## src/sv/rdpq_pkg.sv

```systemverilog
// ============================================================================
// rdpq_pkg
// Shared types, constants and codes for the ring distance prefix query block.
// ============================================================================
`default_nettype none

package rdpq_pkg;

    // Sizing
    localparam int MAX_NODES   = 1024;
    localparam int WEIGHT_BITS = 32;
    localparam int SUM_W       = 48;
    localparam int NODE_W      = 10;
    localparam int CFG_W       = 11;
    localparam int DEPTH       = MAX_NODES + 1;
    localparam int ADDR_W      = $clog2(DEPTH);
    localparam int EXT_W       = SUM_W - WEIGHT_BITS;

    // Input kinds carried on tuser
    localparam logic MODE_LOAD  = 1'b0;
    localparam logic MODE_QUERY = 1'b1;

    // Shared adder operations
    typedef enum logic
    {
        ALU_ADD = 1'b0,
        ALU_SUB = 1'b1
    } alu_op_t;

    typedef struct packed
    {
        alu_op_t           op;
        logic [SUM_W-1:0]  a;
        logic [SUM_W-1:0]  b;
    } alu_req_t;

    typedef struct packed
    {
        logic [SUM_W-1:0]  res;
        logic              lt;    // signed a < b, valid for ALU_SUB
    } alu_rsp_t;

    typedef struct packed
    {
        logic                     mode;
        logic [WEIGHT_BITS-1:0]   weight_fwd;
        logic [WEIGHT_BITS-1:0]   weight_back;
        logic [NODE_W-1:0]        from_node;
        logic [NODE_W-1:0]        to_node;
    } item_t;

    typedef struct packed
    {
        logic [SUM_W-1:0]  distance;
        logic              flawed;
    } result_t;

    typedef struct packed
    {
        logic               we;
        logic [ADDR_W-1:0]  waddr;
        logic [SUM_W-1:0]   wdata;
        logic               re;
        logic [ADDR_W-1:0]  raddr0;
        logic [ADDR_W-1:0]  raddr1;
    } ram_req_t;

    typedef struct packed
    {
        logic [SUM_W-1:0]  rdata0;
        logic [SUM_W-1:0]  rdata1;
    } ram_rsp_t;

endpackage

`default_nettype wire

```

## src/sv/rdpq_alu.sv

```systemverilog
// ============================================================================
// rdpq_alu
// Shared 48-bit add/subtract unit with a signed less-than flag.
// ============================================================================
`default_nettype none

module rdpq_alu
    import rdpq_pkg::*;
(
    input  wire alu_req_t  req,
    output alu_rsp_t       rsp
);

    logic [SUM_W:0] diff;

    // Subtract one bit wider so the sign of the true difference survives
    assign diff = {req.a[SUM_W-1], req.a} - {req.b[SUM_W-1], req.b};

    always_comb
    begin
        case (req.op)
            ALU_ADD: rsp.res = req.a + req.b;
            ALU_SUB: rsp.res = diff[SUM_W-1:0];
            default: rsp.res = '0;
        endcase
        rsp.lt = diff[SUM_W];
    end

endmodule

`default_nettype wire

```

## config.mk

```make
export PLATFORM = sky130hd
export DESIGN_NAME = rdpq_alu
export DESIGN_NICKNAME = d
export VERILOG_FILES = /design/src/sv/rdpq_pkg.sv /design/src/sv/rdpq_alu.sv
export SDC_FILE = /design/constraint.sdc
export NUM_CORES = 1
export LEC_CHECK = 0
export BUFFER_PORTS_ARGS = -buffer_cell sky130_fd_sc_hd__buf_2
export CAP_MARGIN = 20
export CORE_ASPECT_RATIO = 0.9
export CORE_UTILIZATION = 50
export DETAILED_ROUTE_END_ITERATION = 10
export GPL_ROUTABILITY_DRIVEN = 0
export PLACE_DENSITY_LB_ADDON = 0.1
export REMOVE_ABC_BUFFERS = 1
export SLEW_MARGIN = 20
export SYNTH_ARGS = -nofsm -noshare
export SYNTH_HDL_FRONTEND = slang
export SYNTH_SLANG_ARGS = --single-unit
```

## constraint.sdc

```tcl
create_clock -name vclk -period 5.45
set_clock_uncertainty 0.05 [all_clocks]
set_input_delay 1.09 -clock vclk [all_inputs]
set_output_delay 1.09 -clock vclk [all_outputs]
set_load 0.1 [all_outputs]
```

======== Word level (Yosys, flattened, before mapping) ========
Cells that the tools add are included.
cells by class
  muxes and demuxes ....................... 1
  bitwise operators ....................... 1
  add/sub/neg operators ................... 2
operators with widths
  kind                                            count
  48-bit case mux with 2 select lines             1
  48-bit by 48-bit subtractor with 49-bit output  1
  48-bit adder                                    1
  1-bit NOT                                       1
word-level totals
  input bits .............................. 97
  output and inout bits ................... 49
  register bits ........................... 0
  logic and storage cells ................. 4

======== Longest topological paths before layout ========
  word-level depth ........................ 2
  depth in mapped cells ................... 12
  depth with buffers taken out ............ 12

======== Worst setup path after synthesis ========
Ideal clock, no wire load.
  path type ............................... input-to-output
  start point ............................. input port req[0] (netlist bit)
  end point ............................... output port rsp[47] (netlist bit)
  path buffers ............................ 0
  setup slack ............................. -1397 ps
  required time ........................... 4310 ps
  data arrival time ....................... 5707 ps
  stages on the path ...................... 12
  cell sequence ........................... ha_1 inv_1 fa_1 o21ba_1 or3_4 a2111oi_4 o211a_4 o211a_1 a21boi_2 o211a_1 o211a_1 a211oi_1
RTL lines
  element          RTL line        RTL
  start, declared  rdpq_alu.sv:10  input wire alu_req_t req,
  end, declared    rdpq_alu.sv:11  output alu_rsp_t rsp

==> results.toml <==
[setup_path]
worstSetupStartpointType = "input port"
crit_family = "compound AO/OA/AOI/OAI gates"
timing.critical_path.slowest_cell_delay_ps = 390
worst_ep_required_time_ps = 4310
worst_setup_path_end_kind = "output port"
critPathSlowestCell = "a311o_1"
worst-path-max-fanout = 3
setup.worst_path.class = "input port to output port"
crit_path_buf_inv_count = 3
path_depth = 14
crit_chain = "buf_2 > ha_2 > inv_1 > fa_2 > o21ba_1 > or3_4 > a2111oi_4 > o211a_4 > o2111ai_4 > a311o_1 > a221oi_2 > o31ai_1 > xnor2_1 > bufbuf_16"
critical_path_arrival_ps = 4250
worstSetupStartpoint = "req[0]"

[min_path]
holdCritPathClass = "input port to output port"
hold_start = "req[0]"
timing.hold.worst_path_depth = 4

[global_route]
grt_antenna_before_repair = 1
gr-usage-met3_pct = 3.565
gr-usage-met1_pct = 46.30
grtUsageTotal_pct = 31.50
grt_first_pass_wirelength_um = 31940
use_met2_pct = 49.32
top_usage_layer = "met2"
grt_start_max_net_pins = 35
vias_in_the_first_global_route = 6801
grt_overflow = 0

[drt]
wire_per_inst_um = 16.19
drt_pass1_iterations = 6
postRouteWirelength_um = 20090
ant_nets = 0
via_per_instance_ratio = 6.156
route.detailed.drc = 0
count_of_routing_violations_after_the_opening_detailed_route_iteration = 654
num_vias = 7639

[die]
design.portCount = 146
floorplan.die.width_um = 116.9
die_height_um = 105.4
floorplan.core_area_mm2 = 0.01153
num_rows = 37
die_area_mm2 = 0.01233
initial_cell_density_of_the_core_pct = 51.56

[placement]
detailedPlacementHpwl_um = 16790
place_ws_ps = -4.903
dpl.cell_count = 1239
buffer_ports.inserted = 146
placed_cell_area_mm2 = 0.007543

[cells_and_area]
nets = 1280
fillerInstances = 1091
area_growth_pct = 28.34
ratio_of_cells_with_drive_above_1_in_the_final_layout_pct = 21.86
finish.cell_count_without_fillers = 1241
clock_buffer_count = 0
post-route-util_pct = 66.17
layout.area.seq_um2 = 0
finished_cell_area_mm2 = 0.007627
layout.sequential_cells = 0

[timing]
rsz_0062_raised_after_global_routing = "yes"
holdWs_ps = 2665
fmax_ghz = 0.1854
post-route-worst-setup-slack_ps = 56.25
clock_period_minus_final_worst_setup_slack_ps = 5394
max-slew-margin-rel_pct = 49.49
report.final.slew_viol_count = 0
tightestPinTransition_ps = 751.3
report.final.hold_viol_count = 0
post-route-period-util_pct = 98.97
setup_violations = 0

[pwr]
comb_power_share_pct = 100.0
power.clock.fraction_pct = 0
sw_frac_of_total_pct = 67.89
sequentialPowerShare_pct = 0
p_switching_mw = 1.161
p_int_mw = 0.5493
power_density_mw_per_mm2 = 224.3
leakage_nw = 3.598
worst_ir_drop_vdd_v = 0.0001964

[yosys]
synthesis.instances = 932
top_cells_by_instance_count_after_synthesis = "a21oi_1 (109), inv_1 (97), ha_1 (95)"
synthesis.area_mm2 = 0.005943
yosys_warnings = 0
yosys_top_cell_area_share_pct = 20.00
main_area_contributors_after_synthesis = "ha_1 (20%), a21oi_1 (9.2%), o21ai_0 (6.2%), inv_1 (6.1%), xnor2_1 (5.7%)"
synth.most_common_cell = "a21oi_1"
synth.distinct_cells = 74
seq_area_frac_synth_pct = 0
yosys.area.top_type = "ha_1"
syn_avg_cell_area_um2 = 6.377

[outcome]
status = "complete, no violations"

[run]
maximum_capacitance_violations = 0

[clock_network]
number_of_hold_buffers_added_after_cts = 0
==> placed cells by master (no fill, tap or decap), types with 16 or more instances in the layout <==
cell type | synthesis | layout
nand4_1 | 20 | 20
a21oi_1 | 109 | 108
xnor2_1 | 39 | 39
a21o_1 | 21 | 21
buf_4 | 1 | 57
inv_1 | 97 | 97
nor2_1 | 85 | 85
buf_2 | 13 | 115
nor3_1 | 35 | 34
nand2_1 | 58 | 58
o21ai_0 | 74 | 72
buf_12 | 0 | 30
o31ai_1 | 21 | 21
o211ai_1 | 16 | 16
ha_1 | 95 | 91
==> cells by family (layout without fill, tap and decap cells) <==
logic type / Yosys count / in the layout / share of synthesized area [%]
simple gates: 285 / 285 / 23.62
mux: 3 / 3 / 0.5053
compound gates: 353 / 353 / 38.91
buf+inv: 150 / 302 / 9.811
xor+xnor: 44 / 44 / 6.484
other cells: 0 / 1 / 0
fa+ha+maj: 97 / 97 / 20.67
==> repair_timing <==
item / CTS / global route
gates resized for setup: 5 / 12
endpoints found under the setup margin: 1 / 6
buffers inserted: 0 / 1
pin swaps: 5 / 4
gates cloned: 0 / 0
==> routing by layer <==
metal  part of all wire (%)  vias up
met2                     43      462
met5                      0        -
met3                     10       45
met1                     45     3435
met4                    1.6        0
li1                       -     3697
==> area by class of cell <==
type	count	area [um2]	area share [%]
Inverter	99	371.6	4.872
Timing Repair Buffer	203	1637	21.46
Multi-Input combinational cell	782	5421	71.08
Tap cell	156	195.2	2.559
Antenna cell	1	2.502	0.03281
==> metrics by stage <==
step                      power [mW]  TNS, ps
final                          1.711        0
after global routing           1.795   -27.55
after CTS                      1.688        0
after detailed placement       1.674   -4.903
after global placement         1.669   -14.98
after floorplan                1.146   -11260
==> tightest hold or removal path, stage by stage <==
cell and delay [ps]:
buf_2 100, ha_1 130, inv_1 30, buf_2 280
==> worst paths after layout <==
path / end
worst max-delay path: rsp[29]
worst min-delay path: rsp[1]
==> power groups by stage <==
stage                     registers, mW  clock network, mW  logic, mW
after CTS                             0                  0       1.69
after floorplan                       0                  0       1.15
after global routing                  0       0.0000000245       1.79
after global placement                0                  0       1.67
final                                 0       0.0000000245       1.71
after detailed placement              0                  0       1.67
No activity file was read; power rests on OpenSTA's default activity.
