[src/sv/rdpq_pkg.sv]
// ============================================================================
// rdpq_pkg
// Shared types, constants and codes for the ring distance prefix query block.
// ============================================================================
`default_nettype none

package rdpq_pkg;

    // Sizing
    localparam int MAX_NODES   = 1024;
    localparam int WEIGHT_BITS = 32;
    localparam int SUM_W       = 48;
    localparam int NODE_W      = 10;
    localparam int CFG_W       = 11;
    localparam int DEPTH       = MAX_NODES + 1;
    localparam int ADDR_W      = $clog2(DEPTH);
    localparam int EXT_W       = SUM_W - WEIGHT_BITS;

    // Input kinds carried on tuser
    localparam logic MODE_LOAD  = 1'b0;
    localparam logic MODE_QUERY = 1'b1;

    // Shared adder operations
    typedef enum logic
    {
        ALU_ADD = 1'b0,
        ALU_SUB = 1'b1
    } alu_op_t;

    typedef struct packed
    {
        alu_op_t           op;
        logic [SUM_W-1:0]  a;
        logic [SUM_W-1:0]  b;
    } alu_req_t;

    typedef struct packed
    {
        logic [SUM_W-1:0]  res;
        logic              lt;    // signed a < b, valid for ALU_SUB
    } alu_rsp_t;

    typedef struct packed
    {
        logic                     mode;
        logic [WEIGHT_BITS-1:0]   weight_fwd;
        logic [WEIGHT_BITS-1:0]   weight_back;
        logic [NODE_W-1:0]        from_node;
        logic [NODE_W-1:0]        to_node;
    } item_t;

    typedef struct packed
    {
        logic [SUM_W-1:0]  distance;
        logic              flawed;
    } result_t;

    typedef struct packed
    {
        logic               we;
        logic [ADDR_W-1:0]  waddr;
        logic [SUM_W-1:0]   wdata;
        logic               re;
        logic [ADDR_W-1:0]  raddr0;
        logic [ADDR_W-1:0]  raddr1;
    } ram_req_t;

    typedef struct packed
    {
        logic [SUM_W-1:0]  rdata0;
        logic [SUM_W-1:0]  rdata1;
    } ram_rsp_t;

endpackage

`default_nettype wire

[src/sv/rdpq_ctrl.sv]
// ============================================================================
// rdpq_ctrl
// Sequencer: runs loads and queries as steps on the shared adder, drives the
// prefix memories and keeps the running sums, load count and pair fault.
// ============================================================================
`default_nettype none

module rdpq_ctrl
    import rdpq_pkg::*;
(
    input  wire logic               clk,
    input  wire logic               rst_n,
    input  wire logic [CFG_W-1:0]   ring_size,
    input  wire logic               in_valid,
    output logic                    in_ready,
    input  wire item_t              in_item,
    output logic                    res_valid,
    input  wire logic               res_ready,
    output result_t                 res,
    output alu_req_t                alu_req,
    input  wire alu_rsp_t           alu_rsp,
    output ram_req_t                ram_f_req,
    input  wire ram_rsp_t           ram_f_rsp,
    output ram_req_t                ram_b_req,
    input  wire ram_rsp_t           ram_b_rsp
);

    typedef enum logic [11:0]
    {
        S_IDLE  = 12'b0000_0000_0001,
        S_LD_F  = 12'b0000_0000_0010,
        S_LD_B  = 12'b0000_0000_0100,
        S_LD_P  = 12'b0000_0000_1000,
        S_Q_RD  = 12'b0000_0001_0000,
        S_Q_DF  = 12'b0000_0010_0000,
        S_Q_DB  = 12'b0000_0100_0000,
        S_Q_WF  = 12'b0000_1000_0000,
        S_Q_WB  = 12'b0001_0000_0000,
        S_Q_ALT = 12'b0010_0000_0000,
        S_Q_MIN = 12'b0100_0000_0000,
        S_DONE  = 12'b1000_0000_0000
    } state_t;

    // Control state
    state_t             state_reg,    state_next;
    logic [CFG_W-1:0]   load_cnt_reg, load_cnt_next;
    logic               fault_reg,    fault_next;
    logic [SUM_W-1:0]   sum_f_reg,    sum_f_next;
    logic [SUM_W-1:0]   sum_b_reg,    sum_b_next;

    // Working registers
    logic [SUM_W-1:0]   wa_reg,     wa_next;
    logic [SUM_W-1:0]   wb_reg,     wb_next;
    logic [ADDR_W-1:0]  l_reg,      l_next;
    logic [ADDR_W-1:0]  r_reg,      r_next;
    logic               wrap_reg,   wrap_next;
    logic               same_reg,   same_next;
    logic               flawed_reg, flawed_next;
    logic [SUM_W-1:0]   df_reg,     df_next;
    logic [SUM_W-1:0]   db_reg,     db_next;
    logic [SUM_W-1:0]   dist_reg,   dist_next;

    logic [ADDR_W-1:0]  from_ext;
    logic [ADDR_W-1:0]  to_ext;
    logic [ADDR_W-1:0]  from_clamp;
    logic [ADDR_W-1:0]  to_clamp;
    logic [ADDR_W-1:0]  last_node;
    logic [ADDR_W-1:0]  next_addr;

    // Clamp node numbers to the last node of the ring
    assign from_ext   = ADDR_W'(in_item.from_node);
    assign to_ext     = ADDR_W'(in_item.to_node);
    assign last_node  = ADDR_W'(ring_size - CFG_W'(1));
    assign from_clamp = (from_ext >= ADDR_W'(ring_size)) ? last_node : from_ext;
    assign to_clamp   = (to_ext >= ADDR_W'(ring_size)) ? last_node : to_ext;
    assign next_addr  = ADDR_W'(load_cnt_reg + CFG_W'(1));

    always_comb
    begin
        state_next    = state_reg;
        load_cnt_next = load_cnt_reg;
        fault_next    = fault_reg;
        sum_f_next    = sum_f_reg;
        sum_b_next    = sum_b_reg;
        wa_next       = wa_reg;
        wb_next       = wb_reg;
        l_next        = l_reg;
        r_next        = r_reg;
        wrap_next     = wrap_reg;
        same_next     = same_reg;
        flawed_next   = flawed_reg;
        df_next       = df_reg;
        db_next       = db_reg;
        dist_next     = dist_reg;

        in_ready      = 1'b0;
        res_valid     = 1'b0;
        alu_req.op    = ALU_ADD;
        alu_req.a     = '0;
        alu_req.b     = '0;
        ram_f_req     = '0;
        ram_b_req     = '0;

        case (state_reg)
            // Take an item; loads past the ring size are dropped
            S_IDLE:
            begin
                in_ready = 1'b1;
                if (in_valid)
                begin
                    if (in_item.mode == MODE_QUERY)
                    begin
                        l_next     = from_clamp;
                        r_next     = to_clamp;
                        wrap_next  = (from_clamp > to_clamp);
                        same_next  = (from_clamp == to_clamp);
                        state_next = S_Q_RD;
                    end
                    else if (load_cnt_reg < ring_size)
                    begin
                        wa_next    = {{EXT_W{in_item.weight_fwd[WEIGHT_BITS-1]}},
                                      in_item.weight_fwd};
                        wb_next    = {{EXT_W{in_item.weight_back[WEIGHT_BITS-1]}},
                                      in_item.weight_back};
                        state_next = S_LD_F;
                    end
                end
            end

            // Advance the forward prefix and store it
            S_LD_F:
            begin
                alu_req.a       = sum_f_reg;
                alu_req.b       = wa_reg;
                sum_f_next      = alu_rsp.res;
                ram_f_req.we    = 1'b1;
                ram_f_req.waddr = next_addr;
                ram_f_req.wdata = alu_rsp.res;
                state_next      = S_LD_B;
            end

            // Advance the backward prefix and store it
            S_LD_B:
            begin
                alu_req.a       = sum_b_reg;
                alu_req.b       = wb_reg;
                sum_b_next      = alu_rsp.res;
                ram_b_req.we    = 1'b1;
                ram_b_req.waddr = next_addr;
                ram_b_req.wdata = alu_rsp.res;
                state_next      = S_LD_P;
            end

            // Check the pair sum sign and count the node
            S_LD_P:
            begin
                alu_req.a     = wa_reg;
                alu_req.b     = wb_reg;
                fault_next    = fault_reg | alu_rsp.res[SUM_W-1];
                load_cnt_next = load_cnt_reg + CFG_W'(1);
                state_next    = S_IDLE;
            end

            // Read prefixes at target and source
            S_Q_RD:
            begin
                ram_f_req.re     = 1'b1;
                ram_f_req.raddr0 = r_reg;
                ram_f_req.raddr1 = l_reg;
                ram_b_req.re     = 1'b1;
                ram_b_req.raddr0 = r_reg;
                ram_b_req.raddr1 = l_reg;
                state_next       = S_Q_DF;
            end

            S_Q_DF:
            begin
                alu_req.op = ALU_SUB;
                alu_req.a  = ram_f_rsp.rdata0;
                alu_req.b  = ram_f_rsp.rdata1;
                df_next    = alu_rsp.res;
                state_next = S_Q_DB;
            end

            // Finish the backward stretch and read both totals
            S_Q_DB:
            begin
                alu_req.op       = ALU_SUB;
                alu_req.a        = ram_b_rsp.rdata0;
                alu_req.b        = ram_b_rsp.rdata1;
                db_next          = alu_rsp.res;
                ram_f_req.re     = 1'b1;
                ram_f_req.raddr0 = ADDR_W'(ring_size);
                ram_f_req.raddr1 = ADDR_W'(ring_size);
                ram_b_req.re     = 1'b1;
                ram_b_req.raddr0 = ADDR_W'(ring_size);
                ram_b_req.raddr1 = ADDR_W'(ring_size);
                state_next       = S_Q_WF;
            end

            // Add the forward total when the stretch wraps
            S_Q_WF:
            begin
                alu_req.a   = df_reg;
                alu_req.b   = wrap_reg ? ram_f_rsp.rdata0 : '0;
                df_next     = alu_rsp.res;
                flawed_next = fault_reg | ram_f_rsp.rdata0[SUM_W-1]
                            | ram_b_rsp.rdata0[SUM_W-1];
                state_next  = S_Q_WB;
            end

            S_Q_WB:
            begin
                alu_req.a  = db_reg;
                alu_req.b  = wrap_reg ? ram_b_rsp.rdata0 : '0;
                db_next    = alu_rsp.res;
                state_next = S_Q_ALT;
            end

            // Cost the other way round: backward total less the stretch
            S_Q_ALT:
            begin
                alu_req.op = ALU_SUB;
                alu_req.a  = ram_b_rsp.rdata0;
                alu_req.b  = db_reg;
                db_next    = alu_rsp.res;
                state_next = S_Q_MIN;
            end

            // Pick the smaller cost, or zero for a flawed ring or a same-node query
            S_Q_MIN:
            begin
                alu_req.op = ALU_SUB;
                alu_req.a  = db_reg;
                alu_req.b  = df_reg;
                if (flawed_reg || same_reg)
                begin
                    dist_next = '0;
                end
                else
                begin
                    dist_next = alu_rsp.lt ? db_reg : df_reg;
                end
                state_next = S_DONE;
            end

            // Hold the result until the output register takes it
            S_DONE:
            begin
                res_valid = 1'b1;
                if (res_ready)
                begin
                    state_next = S_IDLE;
                end
            end

            default:
            begin
                state_next = S_IDLE;
            end
        endcase
    end

    assign res.distance = dist_reg;
    assign res.flawed   = flawed_reg;

    // Control and ring state
    always_ff @(posedge clk or negedge rst_n)
    begin
        if (!rst_n)
        begin
            state_reg    <= S_IDLE;
            load_cnt_reg <= '0;
            fault_reg    <= 1'b0;
            sum_f_reg    <= '0;
            sum_b_reg    <= '0;
        end
        else
        begin
            state_reg    <= state_next;
            load_cnt_reg <= load_cnt_next;
            fault_reg    <= fault_next;
            sum_f_reg    <= sum_f_next;
            sum_b_reg    <= sum_b_next;
        end
    end

    // Working registers
    always_ff @(posedge clk)
    begin
        wa_reg     <= wa_next;
        wb_reg     <= wb_next;
        l_reg      <= l_next;
        r_reg      <= r_next;
        wrap_reg   <= wrap_next;
        same_reg   <= same_next;
        flawed_reg <= flawed_next;
        df_reg     <= df_next;
        db_reg     <= db_next;
        dist_reg   <= dist_next;
    end

endmodule

`default_nettype wire

[config.mk]
export PLATFORM = sky130hd
export DESIGN_NAME = rdpq_ctrl
export DESIGN_NICKNAME = d
export VERILOG_FILES = /design/src/sv/rdpq_pkg.sv /design/src/sv/rdpq_ctrl.sv
export SDC_FILE = /design/constraint.sdc
export NUM_CORES = 1
export LEC_CHECK = 0
export BUFFER_PORTS_ARGS = -buffer_cell sky130_fd_sc_hd__buf_2
export CORE_AREA = 2 2 253 255
export CTS_CLUSTER_SIZE = 28
export DETAILED_ROUTE_END_ITERATION = 10
export DIE_AREA = 0 0 255 257
export SETUP_SLACK_MARGIN = 0.15
export SYNTH_ARGS = -nofsm -noshare
export SYNTH_HDL_FRONTEND = slang
export SYNTH_SLANG_ARGS = --single-unit
[constraint.sdc]
create_clock -name clk -period 16.1 [get_ports clk]
set_input_delay 2.415 -clock clk [delete_from_list [all_inputs] [get_ports clk]]
set_output_delay 2.415 -clock clk [all_outputs]
set_load 0.05 [all_outputs]
; Yosys cells after proc, flatten, opt, wreduce, memory -nomap -nowiden
; Cells that the tools add are included.
[classes]
bitwise = 4
n_mux = 17
n_div = 0
reduce_logical = 7
n_shift = 0
addsub = 2
n_eq_ne = 16
mul = 0
magnitude_cmp = 4
[op_table]
columns = op, n
row1 = $pmux 96 s9, 1
row2 = $mux 48, 3
row3 = $pmux 12 s11, 1
row4 = $mux 60, 2
row5 = $mux 12, 4
row6 = $pmux 23 s2, 1
row7 = $ge 10x11->1, 2
row8 = $mux 11, 2
row9 = $eq 12x1->1 const B, 1
row10 = $eq 12x10->1 const B, 1
row11 = $eq 12x11->1 const B, 1
row12 = $eq 12x12->1 const B, 1
row13 = $eq 12x2->1 const B, 1
row14 = $eq 12x3->1 const B, 1
row15 = $eq 12x4->1 const B, 1
row16 = $eq 12x5->1 const B, 1
row17 = $eq 12x6->1 const B, 1
row18 = $eq 12x7->1 const B, 1
row19 = $eq 12x8->1 const B, 1
row20 = $eq 12x9->1 const B, 1
row21 = $add 11x1->11 const B, 1
row22 = $eq 11x11->1, 1
row23 = $gt 11x11->1, 1
row24 = $lt 11x11->1, 1
row25 = 12 further kinds, 18
[totals]
word_cells = 65
in_bits = 341
latchBits = 0
memories = 0
reg_bits = 353
mem_bits_rw = 0
romBits = 0
out_inout_bits = 314

; Logic depth before layout (Yosys ltp)
[logic_depth]
ltp_word = 5
mapped_depth = 16
mapped_depth_nobuf = 15

; Least setup slack after synthesis
; Ideal clock, no wire load.
[synth_timing]
path_type = input -> register
from = input ring_size[8]
to = register wa_reg[0] (enable)
arrival_time_ns = 8.147
required_ns = 15.518
slack_ns = 7.371
stages = 7
cell_sequence = inv_1 -> ha_1 -> a21o_1 -> a21o_1 -> a21oi_1 -> nand3_1 -> a211oi_1
[synth_between]
elab_chain_cells = 2
[synth_rtl]
columns = element, line
row1 = "start, declared", rdpq_ctrl.sv:13  ; input wire logic [CFG_W-1:0] ring_size,
row2 = $lt 11x11->1, rdpq_ctrl.sv:119  ; else if (load_cnt_reg < ring_size)
row3 = $reduce_and 4->1 (no source line), --
row4 = "end signal, assigned", rdpq_ctrl.sv:291  ; wa_reg <= wa_next;
row5 = "end, declared", rdpq_ctrl.sv:52  ; logic [SUM_W-1:0] wa_reg, wa_next;
; No other way between the ends.
; A chain may end at the register's enable or synchronous reset.

==> reports/results.txt <==
Design Power - 0.002896 W
Tmin final - 6796 ps
setup ws final - 9304 ps
Adder-Cell Fraction of Synth Area - 2.898%
utilization after layout - 38.09%
area share of xor/xnor cells in the synthesized design - 1.510%
vias in the first global route - 17430
post-synthesis compound-gate area fraction - 20.65%
Seq/Total Area, Yosys - 53.87%
Post-Syn Area - 18570 um^2
Critical Path AT - 4380 ps
Initial Util - 29.59%
DP Area - 22480 um^2
DP HPWL - 55420 um
Max Cap Violations - 0
clock slew seen by the registers of the worst setup and hold paths - 50 ps
TritonCTS Buffers - 43
Routed WL - 81920 um
Worst slew margin - 23.39%
die width - 255 um
Worst Tran Pin Value - 1149 ps
GPL Wtd Cong - 0.9941
CTS tree - built
initial antenna violation count - 11
largest net degree at the start of global routing - 74
CTS Sinks - 353
core box area - 62740 um^2
synthesized area per cell - 11.71 um^2
status - finished, final reports clean
main combinational cell family by area after synthesis - compound AO/OA/AOI/OAI gates
Pleak - 11.44 nW
post-synthesis register bit count - 353
gr ovfl total - 0
post_cts resized - 0
Post-CTS Setup Bufs - 0
Yosys cell types - 57
Starting DRT DRC Count - 2399
Vias - 17330
Place WS - 9939 ps
total negative slack - 0 ps
DIE HEIGHT - 257 um
Layout Area Growth over Synthesis - 28.72%
Final Instance Area - 23900 um^2
Residual DRC - 0
Setup violations, final - 0
Fin Clk Skew - 33.05 ps
fin crit share - 42.21%
hold buffer count at cts - 0
All-Layer GR Usage - 23.95%
Crit Path Category - reg -> out
crit end category - primary output
RSZ-0062 raised after global routing - false
Cell Rows - 92
layout cells sized above 1 - 37.31%
predominant post-synthesis flop cell - edfxtp_1
Initial DRT Pass Iterations - 9
WP data required - 13690 ps
Fin. Hold Viols - 0
total die area - 65540 um^2
# IOs - 655
mux cell area share after synthesis - 4.441%
Clock H-tree levels - 2
EDFF count, synth - 233
Max VDD drop - 0.06765 mV
syn_nets - 1970
CTS Buffer Depth - 3
Avg WL per Cell - 26.87 um
Via density - 5.684
PwrDens - 121.2 nW/um^2
worst min-delay path class - reg -> reg
Yosys warning count - 0
post-layout net count - 2547
Final ANT Viol Nets - 0
Synth Instances - 1586
Post-synth ARST share - 33.99%
Final Slew Violations - 0
Startpoint Class - register
Root Buffer - clkbuf_16
Clk Latency, worst-skew pair - 570 ps
crit-path max FO - 72
f_max - 147.2 MHz
I/O Buffers - 654
simple-gate area share of the yosys netlist - 11.98%
global-route wire length before repair - 116400 um
worst max-delay path, cell delays in order, from the launching register on:
cell      delay (ps)
dfrtp_1          560
nor4_4           490
nand3_2          160
or3b_4           440
inv_4            530
buf_4            760
a222oi_1         270
nand3_1          160
buf_2            300
cell usage after synthesis, types with 6 or more instances:
cell type / count / area [um^2]
nand3_1: 93 / 465.5
nand2b_1: 8 / 50.05
mux2_2: 19 / 214.0
xnor2_1: 23 / 201.4
inv_1: 20 / 75.07
nor2_1: 111 / 416.7
and2_1: 80 / 500.5
buf_6: 7 / 78.83
nor3_1: 6 / 30.03
buf_1: 9 / 33.78
a21o_1: 107 / 803.3
mux2i_1: 61 / 610.6
and3_1: 6 / 37.54
a22oi_1: 103 / 773.2
and2_4: 20 / 175.2
o21ai_0: 9 / 45.04
nand2_1: 56 / 210.2
a22o_1: 75 / 656.9
buf_2: 24 / 120.1
a221o_1: 16 / 160.2
clkbuf_1: 84 / 315.3
a21oi_1: 58 / 290.3
dfrtp_1: 119 / 2978
nand4_1: 10 / 62.56
xor2_1: 9 / 78.83
edfxtp_1: 233 / 6997
ha_1: 43 / 538.0
buf_4: 31 / 232.7
nor4_1: 6 / 37.54
a222oi_1: 96 / 960.9
final timing paths:
path                            slack, ps  cells past startpoint       endpoint    startpoint
max in group asynchronous           12830                      2  sum_f_reg[30]         rst_n
min in group asynchronous            1910                      1   sum_f_reg[1]         rst_n
worst max register to register      12310                      7     db_reg[47]  state_reg[4]
worst max-delay path                 9300                      8    alu_req[24]  state_reg[4]
worst min register to register        460                      1      fault_reg     fault_reg
worst min-delay path                  460                      1      fault_reg     fault_reg
logic make-up after synthesis:
group                      after synthesis
AOI/OAI and AO/OA                      482
and+or+nand+nor                        419
DFF                                    353
xor gates and xnor gates                32
adders and majority gates               43
buffers and inverters                  177
muxes                                   80
layout make-up:
cell class | instances | area (um^2)
inverters | 22 | 86.33
clock buffers | 63 | 1252
repair buffers | 687 | 3530
fillers | 6223 | 38840
multi-input cells | 1056 | 7807
flip-flops and latches | 353 | 10000
clock inverters | 17 | 148.9
well taps | 846 | 1059
diodes | 5 | 12.51
through the flow:
stage          instances  hold WS, ps
3_3_place_gp        2964        442.1
6_report            3049        455.6
5_1_grt             3048        482.2
4_1_cts             3044        457.5
2_1_floorplan       1586        419.7
3_5_place_dp        2964        445.2
layer usage:
metal	global-route usage, %	wire length [um]	vias up
met5	0	39	-
met4	10.09	3245	6
met3	4.997	7654	230
met2	39.30	38720	1102
met1	30.50	32260	8628
li1	-	-	7364
cell usage in the layout, fill, tap and decap left out, types with 56 or more instances in the layout:
cell	synthesis	routed
buf_2	24	652
edfxtp_1	233	233
dfrtp_1	119	119
nor2_1	111	108
a21o_1	107	107
a22oi_1	103	103
a222oi_1	96	96
nand3_1	93	93
and2_1	80	80
a22o_1	75	75
mux2i_1	61	61
nand2_1	56	56
a21oi_1	58	56
power breakdown:
part           total, W  internal (W)  leakage, nW  switching, W
Clock          0.000965      0.000572        0.686      0.000393
Sequential      0.00121       0.00111         3.69     0.0000920
Combinational  0.000725      0.000220         7.07      0.000504
Note: power is estimated with default switching activity, not from simulation.
